[config.mk]
export PLATFORM = sky130hd
export DESIGN_NAME = bwls_alu
export DESIGN_NICKNAME = d
export VERILOG_FILES = /design/src/hdl/bwls_pkg.sv /design/src/hdl/bwls_alu.sv
export SDC_FILE = /design/constraint.sdc
export NUM_CORES = 1
export LEC_CHECK = 0
export ABC_CLOCK_PERIOD_IN_PS = 3820
export BUFFER_PORTS_ARGS = -buffer_cell sky130_fd_sc_hd__buf_4
export CORE_MARGIN = 2
export CORE_UTILIZATION = 49
export DETAILED_ROUTE_END_ITERATION = 8
export PLACE_DENSITY = 0.9
export SLEW_MARGIN = 10
export SYNTH_ARGS = -nofsm -noshare
export SYNTH_HDL_FRONTEND = slang
export SYNTH_SLANG_ARGS = --single-unit
[constraint.sdc]
create_clock -name vclk -period 3.82
set_input_delay 0.382 -clock vclk [all_inputs]
set_output_delay 0.382 -clock vclk [all_outputs]
set_load 0.02 [all_outputs]
[src/hdl/bwls_pkg.sv]
// Shared types, widths and codes for the bigram weighted letter sampler.
package bwls_pkg;

    // Table geometry
    localparam int ALPHABET = 26;
    localparam int ROWS     = ALPHABET + 1;
    localparam int DEPTH    = ROWS * ALPHABET;
    localparam int ADDR_W   = $clog2(DEPTH);
    localparam int IDX_W    = $clog2(ALPHABET + 1);

    // Field widths
    localparam int WEIGHT_W = 16;
    localparam int ROW_W    = 5;
    localparam int COL_W    = 5;
    localparam int LETTER_W = 5;
    localparam int RAND_W   = 31;
    localparam int BIT_W    = $clog2(RAND_W);

    // Row total and shared unit word
    localparam int TOT_W = $clog2(ALPHABET * (2**WEIGHT_W - 1) + 1);
    localparam int ALU_W = TOT_W + 1;

    typedef logic [ADDR_W-1:0]   t_addr;
    typedef logic [IDX_W-1:0]    t_idx;
    typedef logic [WEIGHT_W-1:0] t_weight;
    typedef logic [LETTER_W-1:0] t_letter;
    typedef logic [RAND_W-1:0]   t_rand;
    typedef logic [BIT_W-1:0]    t_bit;
    typedef logic [ALU_W-1:0]    t_word;

    localparam t_weight MIN_WEIGHT_RESET = t_weight'(20);
    localparam t_idx    LAST_IDX = t_idx'(ALPHABET - 1);
    localparam t_idx    CNT_END  = t_idx'(ALPHABET);
    localparam t_addr   CLR_LAST = t_addr'(DEPTH - 1);
    localparam t_bit    BIT_LAST = t_bit'(RAND_W - 1);

    // Command codes
    localparam logic CMD_LOAD = 1'b0;
    localparam logic CMD_DRAW = 1'b1;

    typedef enum logic [2:0] {
        ST_CLEAR,
        ST_IDLE,
        ST_SUM,
        ST_DIV,
        ST_SCAN,
        ST_DONE
    } t_state;

    typedef enum logic {
        ALU_ADD,
        ALU_SUB
    } t_alu_op;

    typedef struct packed {
        t_alu_op op;
        t_word   a;
        t_word   b;
    } t_alu_req;

endpackage

[src/hdl/bwls_alu.sv]
// Shared add/subtract unit used for row sum, modulo and running-sum scan.
module bwls_alu (
    input  bwls_pkg::t_alu_req i_req,
    output bwls_pkg::t_word    o_result,
    output logic               o_borrow
);

    logic [bwls_pkg::ALU_W:0] w_ext;

    // Add or subtract with one extra bit for borrow
    always_comb begin
        case (i_req.op)
            bwls_pkg::ALU_ADD: w_ext = {1'b0, i_req.a} + {1'b0, i_req.b};
            bwls_pkg::ALU_SUB: w_ext = {1'b0, i_req.a} - {1'b0, i_req.b};
            default:           w_ext = '0;
        endcase
    end

    assign o_result = w_ext[bwls_pkg::ALU_W-1:0];
    assign o_borrow = (i_req.op == bwls_pkg::ALU_SUB) && w_ext[bwls_pkg::ALU_W];

endmodule

==> run summary <==
status: complete, no violations
Die Ht: 63.2 um
WP data required: 3.44 ns
WL/cell: 12.8 um
critical path fanouts, max: 4
pin count of the biggest net entering global routing: 23
RSZ-0062 raised after global routing: false
gr usage total: 22.1%
achievable clock frequency: 277 MHz
final WL: 4600 um
initial antenna violation count: 0
# nets final: 384
hold buffer count at cts: 0
total power: 645 uW
Setup-failing EPs final: 0
Static Leak: 0.00111 uW
area of the core: 3360 sq um
Worst-Margin Slew: 0.420 ns
DRT met1 WL: 2150 um
DRC errors left: 0
relative slew slack: 71.9%
Sum Neg Setup Slack: 0 ns
pre-CTS setup slack: 0.178 ns
DR top layer: met4
cells after synthesis: 248
Synth Cell Area: 1720 sq um
library cells used by synthesis: 53
post-route antenna net violation count: 0
DP Wirelength: 3910 um
PD cells: 282 nW/um^2
Max Cap Viol: 0
die width: 63.2 um
vias in the first global route: 1751
share of the synthesized area in the top cell type: 16.7%
worst hold margin: 1.16 ns
post-DR vias/cell: 5.72
crit end category: primary output
Startpoint Class: input pin
wire length on met2: 2070 um
register area share after synthesis: 0%
Rows: 21
fin crit share: 94.6%
P&R area growth vs syn: 33.3%
wire length on met3: 274 um
first-pass GRT wire length: 7580 um
Antenna Cells: 0
total grt overflow: 0
first-pass iteration count of the detailed router: 4
Initial Utilization: 51.1%
layout cells sized above 1: 28.4%
Area contributors post-synth: ha_1 17%, xnor2_1 15%, a21oi_1 7.3%, nor2_1 6.8%, inv_1 3.9%
worst setup margin: 0.205 ns
CP Class: in -> out
Syn Area/Cell: 6.93 sq um
warnings from Yosys: 0
CP arrival: 3.23 ns
routability cong.: 0.952
Post-Syn Nets: 317
FFs & Latches: 0
DIE AREA: 4000 sq um
Worst Hold Class: in -> out
Sequential Area: 0 sq um
PortBufs: 68
layout clock buffer count: 0
leading area contributor after synthesis: ha_1
Final Max Tran Viols: 0
DR vias: 2054
Fin. Hold Viols: 0
drt first-iter violations: 107
Max VDD drop: 0.150 mV
fin crit period: 3.61 ns
final core occ: 68.1%
I/O pin count: 68
placed cells by master (no fill, tap or decap), types with 2 or more instances in the layout:
master	Yosys	layout
o211ai_2	2	2
ha_1	23	23
buf_4	4	74
o21ai_0	8	8
nand2b_1	8	8
and3_1	5	5
nor4_1	3	3
a31oi_1	6	6
nand4_1	4	4
a211oi_1	2	2
nor3_1	8	8
nand2_1	6	6
xor2_1	5	5
o211a_1	2	2
a21o_1	8	8
xnor2_1	30	30
nand3_1	8	8
inv_1	18	18
o21bai_1	3	3
a21oi_2	2	2
a31o_2	2	2
a21oi_1	25	25
nor2_1	31	30
o21ai_1	5	5
worst max-delay path: stages:
cell	delay (ns)
buf_4	0.12
nor3_2	0.25
nor4b_4	0.28
and4bb_1	0.29
a21oi_1	0.10
xnor2_1	0.13
ha_1	0.30
a211oi_2	0.23
o21bai_1	0.12
a21o_1	0.18
a21o_1	0.20
o41ai_2	0.31
xnor2_1	0.16
buf_4	0.16
cell families (layout without fill, tap and decap cells):
kind of cell               after synthesis  after routing  synth area share, %
buffers and inverters                   27             92                 7.28
and+or+nand+nor                         83             83                 25.1
muxes                                    1              1                0.582
xor gates and xnor gates                35             35                 17.8
adders and majority gates               24             24                 17.9
AOI/OAI and AO/OA                       78             78                 31.3
synthesized netlist by cell type (2+ instances only):
master	count
a211oi_1	2
a21o_1	8
a21oi_1	25
a21oi_2	2
a31o_2	2
a31oi_1	6
and3_1	5
buf_4	4
clkbuf_1	2
ha_1	23
inv_1	18
nand2_1	6
nand2b_1	8
nand3_1	8
nand4_1	4
nor2_1	31
nor3_1	8
nor4_1	3
o211a_1	2
o211ai_2	2
o21ai_0	8
o21ai_1	5
o21bai_1	3
xnor2_1	30
xor2_1	5
power breakdown:
part           total [uW]  internal, uW  switching, uW
Combinational         645           290            355
Clock                   0             0              0
Sequential              0             0              0
Total                 645           290            355
cell type report:
type,count,area (sq um)
Multi-Input combinational cell,221,1610
Fill cell,313,1070
Timing Repair Buffer,74,556
Inverter,18,67.6
Tap cell,46,57.6
repair_timing:
action                                  4_1_cts  5_1_grt
setup buffers                                 0        0
resized for setup                             0        3
endpoints found under the setup margin        0        4
path summary, 6_finish.rpt:
path / from / end / cells past startpoint
setup / recovery: i_req[3] / o_result[20] / 14
hold / removal: i_req[0] / o_result[0] / 4
stage by stage:
step / std cells / area (sq um)
2_1_floorplan: 248 / 1720
3_3_place_gp: 359 / 2270
5_1_grt: 359 / 2290
6_report: 359 / 2290
4_1_cts: 359 / 2270
3_5_place_dp: 359 / 2270
layer usage:
layer / track usage (%) / up-vias
li1: - / 1035
met1: 32.4 / 917
met2: 36.2 / 92
met3: 0.714 / 10
met4: 4.62 / 0
met5: 0 / -
Note: power is estimated with default switching activity, not from simulation.
